$ cat src/hdl/pdsd_pkg.sv
`timescale 1ns / 1ps
// shared types, constants and the duty-to-speed mapping of the pwm speed detector
package pdsd_pkg;

	localparam int TIME_WIDTH_DEF = 32;
	localparam int TIME_IN_W      = 32;
	localparam int SPEED_W        = 4;
	localparam int RATIO_W        = 7;
	localparam int S_TDATA_W      = 40;
	localparam int M_TDATA_W      = 8;
	localparam int SPEED_LEVELS   = 13;

	localparam logic [SPEED_W-1:0] SPEED_MAX = 4'd12;
	localparam logic [SPEED_W-1:0] SPEED_OFF = 4'd0;

	localparam logic CMD_SAMPLE = 1'b0;
	localparam logic CMD_WINDOW = 1'b1;

	localparam logic [RATIO_W-1:0] DUTY_TABLE [SPEED_LEVELS] = '{
		7'd5, 7'd20, 7'd28, 7'd35, 7'd42, 7'd49, 7'd56,
		7'd63, 7'd70, 7'd78, 7'd87, 7'd95, 7'd100
	};

	typedef enum logic [1:0] {
		ST_IDLE,
		ST_EDGE,
		ST_DIV,
		ST_EMIT
	} state_t;

	typedef enum logic [2:0] {
		DIV_IDLE,
		DIV_MUL1,
		DIV_MUL2,
		DIV_RUN,
		DIV_FIN
	} div_state_t;

	typedef struct packed {
		logic start;
		logic clr;
		logic rise;
		logic acc;
		logic rec;
	} edge_op_t;

	// first table entry not below the ratio, saturating at full speed
	function automatic logic [SPEED_W-1:0] speed_of_ratio(input logic [RATIO_W-1:0] ratio,
		input logic over);
		logic [SPEED_W-1:0] s;
		logic               hit;
		s   = SPEED_MAX;
		hit = 1'b0;
		for (int i = 0; i < SPEED_LEVELS - 1; i++) begin
			if (!hit && ratio <= DUTY_TABLE[i]) begin
				s   = SPEED_W'(i);
				hit = 1'b1;
			end
		end
		if (over) begin
			s = SPEED_MAX;
		end
		return s;
	endfunction

endpackage

$ cat src/hdl/pdsd_edge_acc.sv
`timescale 1ns / 1ps
// bit-serial edge unit: pulse start, high time and the two running sums
module pdsd_edge_acc #(
	parameter int TIME_WIDTH = pdsd_pkg::TIME_WIDTH_DEF
) (
	input  logic                      clk,
	input  logic                      arst_n,
	input  pdsd_pkg::edge_op_t        op,
	input  logic [TIME_WIDTH-1:0]     now,
	output logic [TIME_WIDTH-1:0]     high_sum,
	output logic [TIME_WIDTH-1:0]     period_sum,
	output logic                      done
);
	import pdsd_pkg::*;

	localparam int CNT_W = $clog2(TIME_WIDTH);
	localparam logic [CNT_W-1:0] CNT_LAST = CNT_W'(TIME_WIDTH - 1);

	logic [TIME_WIDTH-1:0] now_q;
	logic [TIME_WIDTH-1:0] start_q;
	logic [TIME_WIDTH-1:0] hlen_q;
	logic [TIME_WIDTH-1:0] psum_q;
	logic [TIME_WIDTH-1:0] hsum_q;
	edge_op_t              op_q;
	logic                  busy_q;
	logic [CNT_W-1:0]      cnt_q;
	logic                  brw_q;
	logic                  cp_q;
	logic                  ch_q;

	logic n_b, p_b, hl_b, ps_b, hs_b;
	logic diff_b, brw_d;
	logic sp_b, cp_d;
	logic sh_b, ch_d;
	logic p_new, hl_new, ps_new, hs_new;

	always_comb begin
		n_b  = now_q[0];
		p_b  = start_q[0] & ~op_q.clr;
		hl_b = hlen_q[0] & ~op_q.clr;
		ps_b = psum_q[0] & ~op_q.clr;
		hs_b = hsum_q[0] & ~op_q.clr;

		diff_b = n_b ^ p_b ^ brw_q;
		brw_d  = (~n_b & p_b) | (~(n_b ^ p_b) & brw_q);

		sp_b = ps_b ^ diff_b ^ cp_q;
		cp_d = (ps_b & diff_b) | (ps_b & cp_q) | (diff_b & cp_q);

		sh_b = hs_b ^ hl_b ^ ch_q;
		ch_d = (hs_b & hl_b) | (hs_b & ch_q) | (hl_b & ch_q);

		p_new  = op_q.rise ? n_b : p_b;
		ps_new = op_q.acc ? sp_b : ps_b;
		hs_new = op_q.acc ? sh_b : hs_b;
		if (op_q.acc) begin
			hl_new = 1'b0;
		end else if (op_q.rec) begin
			hl_new = diff_b;
		end else begin
			hl_new = hl_b;
		end
	end

	always_ff @(posedge clk or negedge arst_n) begin
		if (!arst_n) begin
			busy_q  <= 1'b0;
			cnt_q   <= '0;
			op_q    <= '0;
			brw_q   <= 1'b0;
			cp_q    <= 1'b0;
			ch_q    <= 1'b0;
			start_q <= '0;
			hlen_q  <= '0;
			psum_q  <= '0;
			hsum_q  <= '0;
		end else if (op.start && !busy_q) begin
			busy_q <= 1'b1;
			cnt_q  <= '0;
			op_q   <= op;
			brw_q  <= 1'b0;
			cp_q   <= 1'b0;
			ch_q   <= 1'b0;
		end else if (busy_q) begin
			start_q <= {p_new, start_q[TIME_WIDTH-1:1]};
			hlen_q  <= {hl_new, hlen_q[TIME_WIDTH-1:1]};
			psum_q  <= {ps_new, psum_q[TIME_WIDTH-1:1]};
			hsum_q  <= {hs_new, hsum_q[TIME_WIDTH-1:1]};
			brw_q   <= brw_d;
			cp_q    <= cp_d;
			ch_q    <= ch_d;
			cnt_q   <= cnt_q + 1'b1;
			if (cnt_q == CNT_LAST) begin
				busy_q <= 1'b0;
			end
		end
	end

	always_ff @(posedge clk) begin
		if (op.start && !busy_q) begin
			now_q <= now;
		end else if (busy_q) begin
			now_q <= {1'b0, now_q[TIME_WIDTH-1:1]};
		end
	end

	assign done       = busy_q && (cnt_q == CNT_LAST);
	assign high_sum   = hsum_q;
	assign period_sum = psum_q;

endmodule

$ cat src/hdl/pdsd_div.sv
`timescale 1ns / 1ps
// radix-2 restoring divider for 100 * high sum / period sum, one quotient bit per cycle
module pdsd_div #(
	parameter int TIME_WIDTH = pdsd_pkg::TIME_WIDTH_DEF
) (
	input  logic                            clk,
	input  logic                            arst_n,
	input  logic                            start,
	input  logic [TIME_WIDTH-1:0]           high_sum,
	input  logic [TIME_WIDTH-1:0]           period_sum,
	output logic [pdsd_pkg::RATIO_W-1:0]    ratio,
	output logic                            over,
	output logic                            done
);
	import pdsd_pkg::*;

	localparam int NW    = TIME_WIDTH + RATIO_W;
	localparam int CNT_W = $clog2(NW);
	localparam logic [CNT_W-1:0] CNT_LAST = CNT_W'(NW - 1);

	div_state_t            state_q;
	div_state_t            state_d;
	logic [NW-1:0]         n_q;
	logic [TIME_WIDTH-1:0] r_q;
	logic [RATIO_W-1:0]    qv_q;
	logic                  over_q;
	logic [CNT_W-1:0]      cnt_q;

	logic                  ld1, ld2, step;
	logic [NW-1:0]         h_ext;
	logic [TIME_WIDTH:0]   trial;
	logic [TIME_WIDTH:0]   diff;
	logic                  ge;

	always_comb begin
		state_d = state_q;
		case (state_q)
			DIV_IDLE: if (start) state_d = DIV_MUL1;
			DIV_MUL1: state_d = DIV_MUL2;
			DIV_MUL2: state_d = DIV_RUN;
			DIV_RUN:  if (cnt_q == CNT_LAST) state_d = DIV_FIN;
			DIV_FIN:  state_d = DIV_IDLE;
			default:  state_d = DIV_IDLE;
		endcase
	end

	always_comb begin
		ld1  = 1'b0;
		ld2  = 1'b0;
		step = 1'b0;
		done = 1'b0;
		case (state_q)
			DIV_MUL1: ld1 = 1'b1;
			DIV_MUL2: ld2 = 1'b1;
			DIV_RUN:  step = 1'b1;
			DIV_FIN:  done = 1'b1;
			default:  ;
		endcase
	end

	always_comb begin
		h_ext = {{RATIO_W{1'b0}}, high_sum};
		trial = {r_q, n_q[NW-1]};
		diff  = trial - {1'b0, period_sum};
		ge    = trial >= {1'b0, period_sum};
	end

	always_ff @(posedge clk or negedge arst_n) begin
		if (!arst_n) begin
			state_q <= DIV_IDLE;
			cnt_q   <= '0;
		end else begin
			state_q <= state_d;
			if (ld2) begin
				cnt_q <= '0;
			end else if (step) begin
				cnt_q <= cnt_q + 1'b1;
			end
		end
	end

	// 100 = 64 + 32 + 4, built in the load states DIV_MUL1 and DIV_MUL2
	always_ff @(posedge clk) begin
		if (ld1) begin
			n_q <= (h_ext << 6) + (h_ext << 5);
		end else if (ld2) begin
			n_q    <= n_q + (h_ext << 2);
			r_q    <= '0;
			qv_q   <= '0;
			over_q <= 1'b0;
		end else if (step) begin
			n_q    <= n_q << 1;
			r_q    <= ge ? diff[TIME_WIDTH-1:0] : trial[TIME_WIDTH-1:0];
			qv_q   <= {qv_q[RATIO_W-2:0], ge};
			over_q <= over_q | qv_q[RATIO_W-1];
		end
	end

	assign ratio = qv_q;
	assign over  = over_q;

endmodule

$ cat src/hdl/pwm_duty_speed_detector.sv
`timescale 1ns / 1ps
// top level of the pwm duty cycle speed detector
//
// input words arrive on s_tvalid/s_tready; s_tuser selects a pin sample (0) or a
// window end (1), s_tdata carries the pin level and the microsecond timestamp.
// a sample with no level change is taken while idle and gives nothing.
// a level change runs through the bit-serial edge unit, during which s_tready stays
// low. a window end gives one result word on m_tvalid/m_tready: speed 0..12,
// changed and stopped flags. with a period seen the bit-serial divider runs
// TIME_WIDTH + 7 steps after its load states DIV_MUL1 and DIV_MUL2; in either
// case the result word is registered in ST_EMIT once the output register is free.
// results sit in an output register; a stalled receiver holds it, and the block
// finishes at most one more window before it waits for that register to drain.
// reset: level low, stopped set, speed 0, sums cleared, output empty.
module pwm_duty_speed_detector #(
	parameter int TIME_WIDTH = pdsd_pkg::TIME_WIDTH_DEF
) (
	input  logic                             clk,
	input  logic                             arst_n,
	input  logic                             s_tvalid,
	output logic                             s_tready,
	input  logic [pdsd_pkg::S_TDATA_W-1:0]   s_tdata,  // level, time_us, zero pad
	input  logic                             s_tuser,  // command
	output logic                             m_tvalid,
	input  logic                             m_tready,
	output logic [pdsd_pkg::M_TDATA_W-1:0]   m_tdata   // speed, changed, stopped, zero pad
);
	import pdsd_pkg::*;

	state_t                state_q;
	state_t                state_d;

	logic                  prev_level_q;
	logic                  stopped_q;
	logic                  start_valid_q;
	logic                  high_valid_q;
	logic                  period_seen_q;
	logic [SPEED_W-1:0]    speed_q;
	logic                  win_level_q;
	logic                  win_seen_q;
	logic                  m_tvalid_q;
	logic [M_TDATA_W-1:0]  m_tdata_q;

	logic                  cmd;
	logic                  lvl;
	logic [TIME_IN_W-1:0]  time_us;
	logic [TIME_WIDTH-1:0] now;
	logic                  accept;
	logic                  is_edge;
	logic                  is_window;
	logic                  hv_eff;
	logic                  sv_eff;
	logic                  out_free;
	logic                  emit;
	logic                  div_start;
	edge_op_t              op;

	logic [TIME_WIDTH-1:0] high_sum;
	logic [TIME_WIDTH-1:0] period_sum;
	logic                  edge_done;
	logic [RATIO_W-1:0]    ratio;
	logic                  over;
	logic                  div_done;
	logic [SPEED_W-1:0]    next_speed;

	assign cmd     = s_tuser;
	assign lvl     = s_tdata[0];
	assign time_us = s_tdata[TIME_IN_W:1];

	generate
		if (TIME_WIDTH <= TIME_IN_W) begin : g_now_cut
			assign now = time_us[TIME_WIDTH-1:0];
		end else begin : g_now_ext
			assign now = {{(TIME_WIDTH - TIME_IN_W){1'b0}}, time_us};
		end
	endgenerate

	assign accept    = s_tvalid && s_tready;
	assign is_edge   = (cmd == CMD_SAMPLE) && (lvl != prev_level_q);
	assign is_window = (cmd == CMD_WINDOW);
	assign hv_eff    = high_valid_q & ~stopped_q;
	assign sv_eff    = start_valid_q & ~stopped_q;
	assign out_free  = !m_tvalid_q || m_tready;

	always_comb begin
		state_d = state_q;
		case (state_q)
			ST_IDLE: begin
				if (accept && is_edge) begin
					state_d = ST_EDGE;
				end else if (accept && is_window) begin
					state_d = period_seen_q ? ST_DIV : ST_EMIT;
				end
			end
			ST_EDGE: if (edge_done) state_d = ST_IDLE;
			ST_DIV:  if (div_done) state_d = ST_EMIT;
			ST_EMIT: if (out_free) state_d = ST_IDLE;
			default: state_d = ST_IDLE;
		endcase
	end

	always_comb begin
		s_tready  = (state_q == ST_IDLE);
		emit      = (state_q == ST_EMIT) && out_free;
		div_start = accept && is_window && period_seen_q;
		op.start  = accept && is_edge;
		op.clr    = stopped_q;
		op.rise   = lvl;
		op.acc    = lvl & hv_eff;
		op.rec    = ~lvl & sv_eff;
	end

	always_comb begin
		if (win_seen_q) begin
			next_speed = speed_of_ratio(ratio, over);
		end else begin
			next_speed = win_level_q ? SPEED_MAX : SPEED_OFF;
		end
	end

	always_ff @(posedge clk or negedge arst_n) begin
		if (!arst_n) begin
			state_q       <= ST_IDLE;
			prev_level_q  <= 1'b0;
			stopped_q     <= 1'b1;
			start_valid_q <= 1'b0;
			high_valid_q  <= 1'b0;
			period_seen_q <= 1'b0;
			speed_q       <= SPEED_OFF;
			win_level_q   <= 1'b0;
			win_seen_q    <= 1'b0;
			m_tvalid_q    <= 1'b0;
			m_tdata_q     <= '0;
		end else begin
			state_q <= state_d;
			if (accept && is_edge) begin
				prev_level_q  <= lvl;
				stopped_q     <= 1'b0;
				start_valid_q <= lvl | sv_eff;
				high_valid_q  <= ~lvl & (sv_eff | hv_eff);
				if (lvl && hv_eff) begin
					period_seen_q <= 1'b1;
				end
			end
			if (accept && is_window) begin
				period_seen_q <= 1'b0;
				win_level_q   <= lvl;
				win_seen_q    <= period_seen_q;
				if (!period_seen_q) begin
					stopped_q <= 1'b1;
				end
			end
			if (emit) begin
				m_tvalid_q <= 1'b1;
				m_tdata_q  <= {2'b00, ~win_seen_q, next_speed != speed_q, next_speed};
				speed_q    <= next_speed;
			end else if (m_tready) begin
				m_tvalid_q <= 1'b0;
			end
		end
	end

	assign m_tvalid = m_tvalid_q;
	assign m_tdata  = m_tdata_q;

	pdsd_edge_acc #(
		.TIME_WIDTH (TIME_WIDTH)
	) u_edge (
		.clk        (clk),
		.arst_n     (arst_n),
		.op         (op),
		.now        (now),
		.high_sum   (high_sum),
		.period_sum (period_sum),
		.done       (edge_done)
	);

	pdsd_div #(
		.TIME_WIDTH (TIME_WIDTH)
	) u_div (
		.clk        (clk),
		.arst_n     (arst_n),
		.start      (div_start),
		.high_sum   (high_sum),
		.period_sum (period_sum),
		.ratio      (ratio),
		.over       (over),
		.done       (div_done)
	);

endmodule

$ cat config.mk
export PLATFORM = sky130hd
export DESIGN_NAME = pwm_duty_speed_detector
export DESIGN_NICKNAME = d
export VERILOG_FILES = /design/src/hdl/pdsd_pkg.sv /design/src/hdl/pdsd_edge_acc.sv /design/src/hdl/pdsd_div.sv /design/src/hdl/pwm_duty_speed_detector.sv
export SDC_FILE = /design/constraint.sdc
export NUM_CORES = 1
export LEC_CHECK = 0
export ABC_AREA = 1
export BUFFER_PORTS_ARGS = -buffer_cell sky130_fd_sc_hd__buf_2
export CORE_MARGIN = 2
export CORE_UTILIZATION = 50
export DETAILED_ROUTE_END_ITERATION = 7
export GPL_TIMING_DRIVEN = 1
export PLACE_DENSITY = 0.71
export RECOVER_POWER = 50
export SYNTH_ARGS = -nofsm -noshare
export SYNTH_HDL_FRONTEND = slang
export SYNTH_HIERARCHICAL = 1
export SYNTH_SLANG_ARGS = --single-unit
$ cat constraint.sdc
create_clock -name clk -period 5.5 [get_ports clk]
set_input_delay 0.275 -clock clk [delete_from_list [all_inputs] [get_ports clk]]
set_output_delay 0.275 -clock clk [all_outputs]
set_load 0.1 [all_outputs]
==> metrics.md, run 1 <==
| Metric | Value |
|---|---|
| Status | finished with violations |
| Failing checks | capacitance limit, slew limit |
| Tot GR Track Use | between 20% and 30% |
| CORE AREA | a little under 0.04 mm^2 |
| # rows | 72 |
| Crit path time final | 3.90 ns |
| Start of the worst register-to-register path | state_q[1] |
| WHS Endpoint | u_edge/now_q[0] |
| Vias per cell | 5.16 |
| CP Data Arrival Time | between 4 and 5 ns |
| Global-route wire length before repair | 82900 um |
| Reg2Reg Setup Slack | 1.60 ns |
| Pleak | approximately 0.011 uW |
| Final net count | 3058 |
| Via count | 17.8k |
| Number of max-cap violations | 6 |
| Chip width | 202 um |
| Worst setup margin | 1.60 ns |
| Clock net sink count | ~280 |
| Hold path startpoint | s_tdata[1] |
| Fin. max-slew vios | 254 |
| Vias in the first global route | 16.8k |
| Unrepaired setup endpoints after global routing | false |
| Share of layout cells above drive strength 1 | 5.60% |
| Overflow after GRT | 0 |
| Startpoint types | flop |
| Main synth FF type | dfrtp_1 |
| Hold depth | 3 |
| Fillcell total | 3791 |
| Postcts setup bufs | 0 |
| Final setup viols | 0 |
| Final hold viol count | 0 |
| R2r worst-path depth | 9 |
| Worst-Skew Late Latency | between 0.5 and 0.6 ns |
| Maximum buffer depth of the clock tree | 3 |
| CTS tree | yes |
| Clock Tree Root | clkbuf_16 |
| Async set-reset flop share out of synthesis | 60.4% |
| DP HPWL | 36200 um |
| Initial DRT Pass Iterations | 5 |
| IO Port Bufs | 45 |
| Largest net degree at the start of global routing | 90 |
| Sequential fraction of the synthesis area | 38.0% |
| Pwr Total | 10600 uW |
| Syn avg cell area | 6.85 um^2 |
| Setup CP Type | reg -> reg |
| Reg2reg end | u_edge/now_q[12] |
| Critical path endpoint category | flop |
| Peak Freq | 256 MHz |
| Peak supply drop | 339 uV |
| Antenna viol nets, final | 0 |
| Clk_skew | 0.0231 ns |
| DIE HEIGHT | 202 um |
| Hold WC Path Type | in -> reg |
| Synth unique cells | 50 |
| Die area | a little over 0.04 mm^2 |
| Post-CTS resize count | 0 |
| CTS Buf Count | 29 |
| Synthesized area | 0.0196 mm^2 |
| Cells after Synth | 2856 |
| Cts hold-fix bufs | 28 |
| YS warnings | 6 |
| PD cells | 500 mW/mm^2 |
| Clk pin slew, worst setup/hold paths | 0.06 ns |
| Post-synth EDFFs | approximately 110 |
| H-tree depth | 1 |
| Initial antenna violation count | 2 |
| RePlAce Congestion | between 0.9 and 1 |
| Tcrit/Tclk final | 71.0% |
| Final WL | just over 50000 um |
| DR iter-0 viols | between 1.5k and 2k |
| Most common cell after layout, fill and taps aside | nand2_1 |
| Worst Path Required | 5.82 ns |
| Num ports | 55 |
| Starting Density | 50.6% |
| Number of synthesized register bits | 275 |
| DRC viols | 0 |
| Worst-margin pin slew | 2.58 ns |
| Crit path max fanout | 41 |
| Rel. slew slack | -71.7% |
| Highest-count cells in the layout ignoring fill and taps | nand2_1, inv_1, nor2_1 |
| Setup TNS | 0 ns |
| Layout area overhead | 8.93% |
| DR WL/cell | 14.6 um |
| DP Worst Slack | 2.57 ns |
[cell type report]
cell class | instances | area, um^2 | area share (%)
inverters | 379 | 1430 | 6.71
multi-input cells | 2137 | 10200 | 48.1
well taps | 518 | 648 | 3.04
clock buffers | 41 | 811 | 3.81
diodes | 1 | 2.50 | 0.0117
clock inverters | 12 | 164 | 0.770
flip-flops and latches | 275 | 7430 | 34.9
repair buffers | 84 | 566 | 2.66
[logic make-up after synthesis]
kind of cell               after synthesis  synth area share, %
and+or+nand+nor                       1775                 37.7
AOI/OAI and AO/OA                      228                 6.47
DFF                                    275                 38.0
xor gates and xnor gates                25                 1.12
other                                    1               0.0192
adders and majority gates              107                 7.08
buffers and inverters                  445                 9.62
[critical path: stages, from the launching register on]
cell and delay, ns:
dfrtp_1 0.36, inv_1 0.16, nand2_1 0.11, nor2_1 0.14, nand2_1 0.12, a21oi_4 0.12, clkbuf_1 1.34, nand2_2 0.90
nand2_1 0.27, nand2_1 0.09
[where the power goes]
part,internal (uW),switching [uW]
Clock,1180,839
Sequential,2910,392
Combinational,1780,3550
Total,5860,4780
[registers in the layout, indices dropped and copies added, names as in the netlist, 4 cells and up]
name,cells
u_div/r_q,32
u_edge/op_q,4
u_edge/period_sum,32
u_edge/cnt_q,5
u_edge/start_q,32
u_div/ratio,7
u_div/cnt_q,6
u_edge/now_q,32
u_edge/high_sum,32
u_edge/hlen_q,32
u_div/n_q,37
[synthesized netlist by cell type, drive strengths merged, types with 5 or more instances]
cell type / n / share of area (%)
o211ai: 5 / 0.19
ha: 101 / 6.5
a21oi: 129 / 3.5
fa: 6 / 0.61
dfrtp: 165 / 21
nand4: 22 / 0.70
o21ai: 67 / 1.7
nand3b: 34 / 1.3
nand2: 1210 / 23
o21bai: 16 / 0.61
nor3: 32 / 0.92
inv: 379 / 7.3
xnor2: 6 / 0.27
nor2: 257 / 5.4
buf: 54 / 2.1
xor2: 19 / 0.85
clkbuf: 12 / 0.23
edfxtp: 109 / 17
or2: 7 / 0.22
nand3: 205 / 5.4
[per-layer routing]
metal	share of wire [%]	vias up	global-route usage, %
li1	-	9100	-
met1	48	8187	35.0
met2	45	413	40.1
met3	5.5	74	3.79
met4	2.1	4	5.65
met5	0.048	-	0
[worst max-delay path by stage]
stage	slack [ns]	from	cells after the start	to
3_3_place_gp	2.59	u_edge/period_sum[27]	11	u_div/r_q[22]
3_5_place_dp	2.57	u_edge/high_sum[1]	11	u_div/n_q[34]
2_1_floorplan	2.34	u_div/state_q[1]	7	u_div/cnt_q[4]
6_report	1.60	state_q[1]	9	u_edge/now_q[12]
4_1_cts	2.55	u_edge/period_sum[27]	11	u_div/r_q[22]
5_1_grt	1.19	state_q[1]	9	u_edge/now_q[24]
[through the flow]
step | std cells | hold WS, ns | area [um^2] | utilization [%]
CTS | 3446 | 0.000325 | 21300 | 55.2
finish | 3447 | 0.0218 | 21300 | 55.1
floorplan | 2857 | -0.0206 | 19600 | -
global placement | 3365 | 0.305 | 20100 | 52.0
global route | 3446 | 0.0171 | 21300 | 55.1
detailed placement | 3365 | 0.314 | 20100 | 52.0
Note: power is estimated with default switching activity, not from simulation.
==> inputs of run 2 (changes only) <==
--- a/config.mk
+++ b/config.mk
@@ -5,7 +5,7 @@
 export SDC_FILE = /design/constraint.sdc
 export NUM_CORES = 1
 export LEC_CHECK = 0
-export ABC_AREA = 1
+export ABC_AREA = 0
 export BUFFER_PORTS_ARGS = -buffer_cell sky130_fd_sc_hd__buf_2
 export CORE_MARGIN = 2
 export CORE_UTILIZATION = 50
==> constraint.sdc (replaced) <==
create_clock -name clk -period 3.7 [get_ports clk]
set_input_delay 0.185 -clock clk [delete_from_list [all_inputs] [get_ports clk]]
set_output_delay 0.185 -clock clk [all_outputs]
set_load 0.1 [all_outputs]
==> metrics.md, run 2 <==
| Metric | Value |
|---|---|
| Status | finished with violations (unchanged) |
| Failing checks | capacitance limit, slew limit (unchanged) |
| Postcts setup bufs | 0 (unchanged) |
| Startpoint types | flop (unchanged) |
| Number of max-cap violations | 2 (was 6) |
| Clock Tree Root | clkbuf_16 (unchanged) |
| Unrepaired setup endpoints after global routing | false (unchanged) |
| Share of layout cells above drive strength 1 | 18.0% (was 5.60%) |
| Setup TNS | 0 ns (unchanged) |
| DP HPWL | 24600 um (was 36200 um) |
| Logic pwr share | 52.0% (was 50.0%) |
| Cell Count, Final, Fillers Out | 2173 (was 3447) |
| Worst-path cell chain | ha_1, fa_1, a211oi_1, o211ai_1, a31o_2, a21oi_1, o41ai_1, buf_4, a41oi_1, mux2i_1, a221o_1 (was inv_1, nand2_1, nor2_1, nand2_1, a21oi_4, clkbuf_1, nand2_2, nand2_1, nand2_1) |
| PD cells | 972 mW/mm^2 (was 500 mW/mm^2) |
| Most flops, register | u_div/n_q (unchanged) |
| RePlAce Congestion | 0.873 (was 0.941) |
| IO Port Bufs | 45 (unchanged) |
| Placed cell count | 2077 (was 3365) |
| Post-synth EDFFs | 109 (unchanged) |
| Hold WC Path Type | in -> reg (unchanged) |
| Clock net sink count | 275 (unchanged) |
| CP max-delay cell | dfrtp_1 (was clkbuf_1) |
| CP max stage delay | 0.49 ns (was 1.34 ns) |
| Clk pin slew, worst setup/hold paths | 0.06 ns (about the same) |
| CORE AREA | 0.0343 mm^2 (was 0.0386 mm^2) |
| Worst Path Required | 4.00 ns (was 5.82 ns) |
| Fin. max-slew vios | 132 (was 254) |
| Final setup viols | 0 (unchanged) |
| DP Worst Slack | 0.369 ns (was 2.57 ns) |
| Post-synth top cells | dfrtp_1, mux2_2, a21oi_1 (was nand2_1, inv_1, nor2_1) |
| P_sw | 7640 uW (was 4780 uW) |
| Async set-reset flop share out of synthesis | 60.4% (unchanged) |
| CP bufs+invs | 1 (was 2) |
| Most common cell in the netlist | dfrtp_1 (was nand2_1) |
| Clk_skew | 0.0167 ns (was 0.0231 ns) |
| Rel. slew slack | -40.5% (was -71.7%) |
| GR peak layer | met2 (unchanged) |
| Chip width | 190 um (was 202 um) |
| Tot GR Track Use | 20.3% (was 24.8%) |
| Syn avg cell area | 10.6 um^2 (was 6.85 um^2) |
| Worst-margin pin slew | 2.11 ns (was 2.58 ns) |
| Seq pwr share | 30.9% (was 31.0%) |
| Worst-Skew Late Latency | 0.57 ns (was 0.59 ns) |
| YS warnings | 6 (unchanged) |
| Cells after Synth | 1624 (was 2856) |
| Peak Freq | 294 MHz (was 256 MHz) |
| Maximum buffer depth of the clock tree | 3 (unchanged) |
| Grt met2 use | 34.0% (was 40.1%) |
| DR WL/cell | 16.8 um (was 14.6 um) |
| Initial antenna violation count | 0 (was 2) |
| Met1 usage | 28.7% (was 35.0%) |
| Initial DRT Pass Iterations | 5 (unchanged) |
| Pleak | 0.00853 uW (was 0.0115 uW) |
| Area share of the largest cell type after synthesis | 23.9% (was 23.1%) |
| Vias per cell | 5.81 (was 5.16) |
| Antenna Diode Count | 0 (was 1) |
| Synth unique cells | 91 (was 50) |
| Sequential fraction of the synthesis area | 43.0% (was 38.0%) |
| Setup CP Type | reg -> reg (unchanged) |
| # rows | 68 (was 72) |
| Largest net degree at the start of global routing | 86 (was 90) |
| Number of synthesized register bits | 275 (unchanged) |
| Overflow after GRT | 0 (unchanged) |
| Clock power frac | 17.1% (was 18.9%) |
| DRC viols | 0 (unchanged) |
| Area contributors post-synth | dfrtp_1, edfxtp_1, mux2_2, ha_1, a21oi_1 (was nand2_1, dfrtp_1, edfxtp_1, inv_1, ha_1) |
| Vias in the first global route | 12.5k (was 16.8k) |
| Crit path max fanout | 7 (was 41) |
| CTS Buf Count | 31 (was 29) |
| Layout area overhead | 11.7% (was 8.93%) |
| CTS tree | yes (unchanged) |
| H-tree depth | 1 (unchanged) |
| CP Data Arrival Time | 3.71 ns (was 4.23 ns) |
| Post-CTS resize count | 0 (unchanged) |
| Crit path time final | 3.40 ns (was 3.90 ns) |
| Final WL | 36600 um (was 50400 um) |
| Top delay family on crit path | compound AO/OA/AOI/OAI gates (was simple AND/OR/NAND/NOR gates) |
| DIE HEIGHT | 190 um (was 202 um) |
| Highest-count cells in the layout ignoring fill and taps | dfrtp_1, mux2_2, a21oi_1 (was nand2_1, inv_1, nor2_1) |
| Via count | 12.6k (was 17.8k) |
| Cts hold-fix bufs | 38 (was 28) |
| Final net count | 1845 (was 3058) |
| Internal power | 11100 uW (was 5860 uW) |
| Main synth FF type | dfrtp_1 (unchanged) |
| Pwr Total | 18700 uW (was 10600 uW) |
| Most common cell after layout, fill and taps aside | dfrtp_1 (was nand2_1) |
| Sw Share | 40.7% (was 44.9%) |
| Yosys top cell by area | dfrtp_1 (was nand2_1) |
| Antenna viol nets, final | 0 (unchanged) |
| Max reg flops | 37 (unchanged) |
| GRT met3 Usage | 2.38% (was 3.79%) |
| Starting Density | 50.4% (was 50.6%) |
| Peak supply drop | 571 uV (was 339 uV) |
| Final hold viol count | 0 (unchanged) |
| Synthesized area | 0.0173 mm^2 (was 0.0196 mm^2) |
| Tcrit/Tclk final | 92.0% (was 71.0%) |
| Worst setup margin | 0.297 ns (was 1.60 ns) |
| Global-route wire length before repair | 61500 um (was 82900 um) |
| DR iter-0 viols | 881 (was 1563) |
| Num ports | 55 (unchanged) |
| Critical path endpoint category | flop (unchanged) |
| Die area | 0.0361 mm^2 (was 0.0407 mm^2) |
==> run 2: layer usage <==
layer / routed length, um / part of all wire, % / up-vias
met2: 17200 / 47 / 256
met5: 0 / 0 / -
li1: - / - / 6171
met3: 1530 / 4.2 / 39
met4: 520 / 1.4 / 0
met1: 17300 / 47 / 6167
==> run 2: cell type report <==
cell class / count / area [um^2]
clock buffers: 41 / 885
clock inverters: 17 / 195
fillers: 2903 / 15000
inverters: 66 / 248
multi-input cells: 1213 / 9190
flip-flops and latches: 275 / 7430
well taps: 455 / 569
repair buffers: 106 / 778
==> run 2: worst paths after layout <==
kind	startpoint	endpoint	slack, ns	cells past startpoint
min in group asynchronous	arst_n	u_edge/start_q[15]	0.78	2
hold reg to reg	m_tdata[5]	m_tdata[5]	0.48	2
hold / removal	s_tuser	stopped_q	0.04	4
setup / recovery	u_edge/high_sum[1]	u_div/n_q[32]	0.30	11
max in group asynchronous	arst_n	u_edge/high_sum[4]	1.28	3
setup reg to reg	u_edge/high_sum[1]	u_div/n_q[32]	0.30	11
==> run 2: stage by stage <==
| step | utilization [%] | hold WS (ns) | instance area [um^2] |
|---|---|---|---|
| 2_1_floorplan | - | -0.111 | 17300 |
| 5_1_grt | 56.3 | 0.0542 | 19300 |
| 3_5_place_dp | 52.2 | 0.297 | 17900 |
| 6_report | 56.3 | 0.0445 | 19300 |
| 3_3_place_gp | 52.2 | 0.289 | 17900 |
| 4_1_cts | 56.4 | 0.0123 | 19300 |
==> run 2: cells by family after synthesis <==
logic type | after synthesis | share of synthesized area [%]
buffers and inverters | 137 | 3.87
AOI/OAI and AO/OA | 439 | 16.8
other | 1 | 0.0217
muxes | 194 | 13.1
DFF | 275 | 43.0
xor gates and xnor gates | 78 | 3.95
adders and majority gates | 107 | 8.01
and+or+nand+nor | 393 | 11.3
==> run 2: power groups by stage <==
stage          combinational [uW]  sequential, uW  clock [uW]
4_1_cts                      9680            5780        3290
6_report                     9740            5790        3210
3_5_place_dp                 9570            5810           0
2_1_floorplan                7870            5560           0
3_3_place_gp                 9340            5770           0
5_1_grt                     10800            5970        3420
==> run 2: worst min-delay path, stage by stage <==
cell and delay [ns]:
buf_2 0.10, nand2_1 0.10, nor4_1 0.07, o21bai_1 0.15
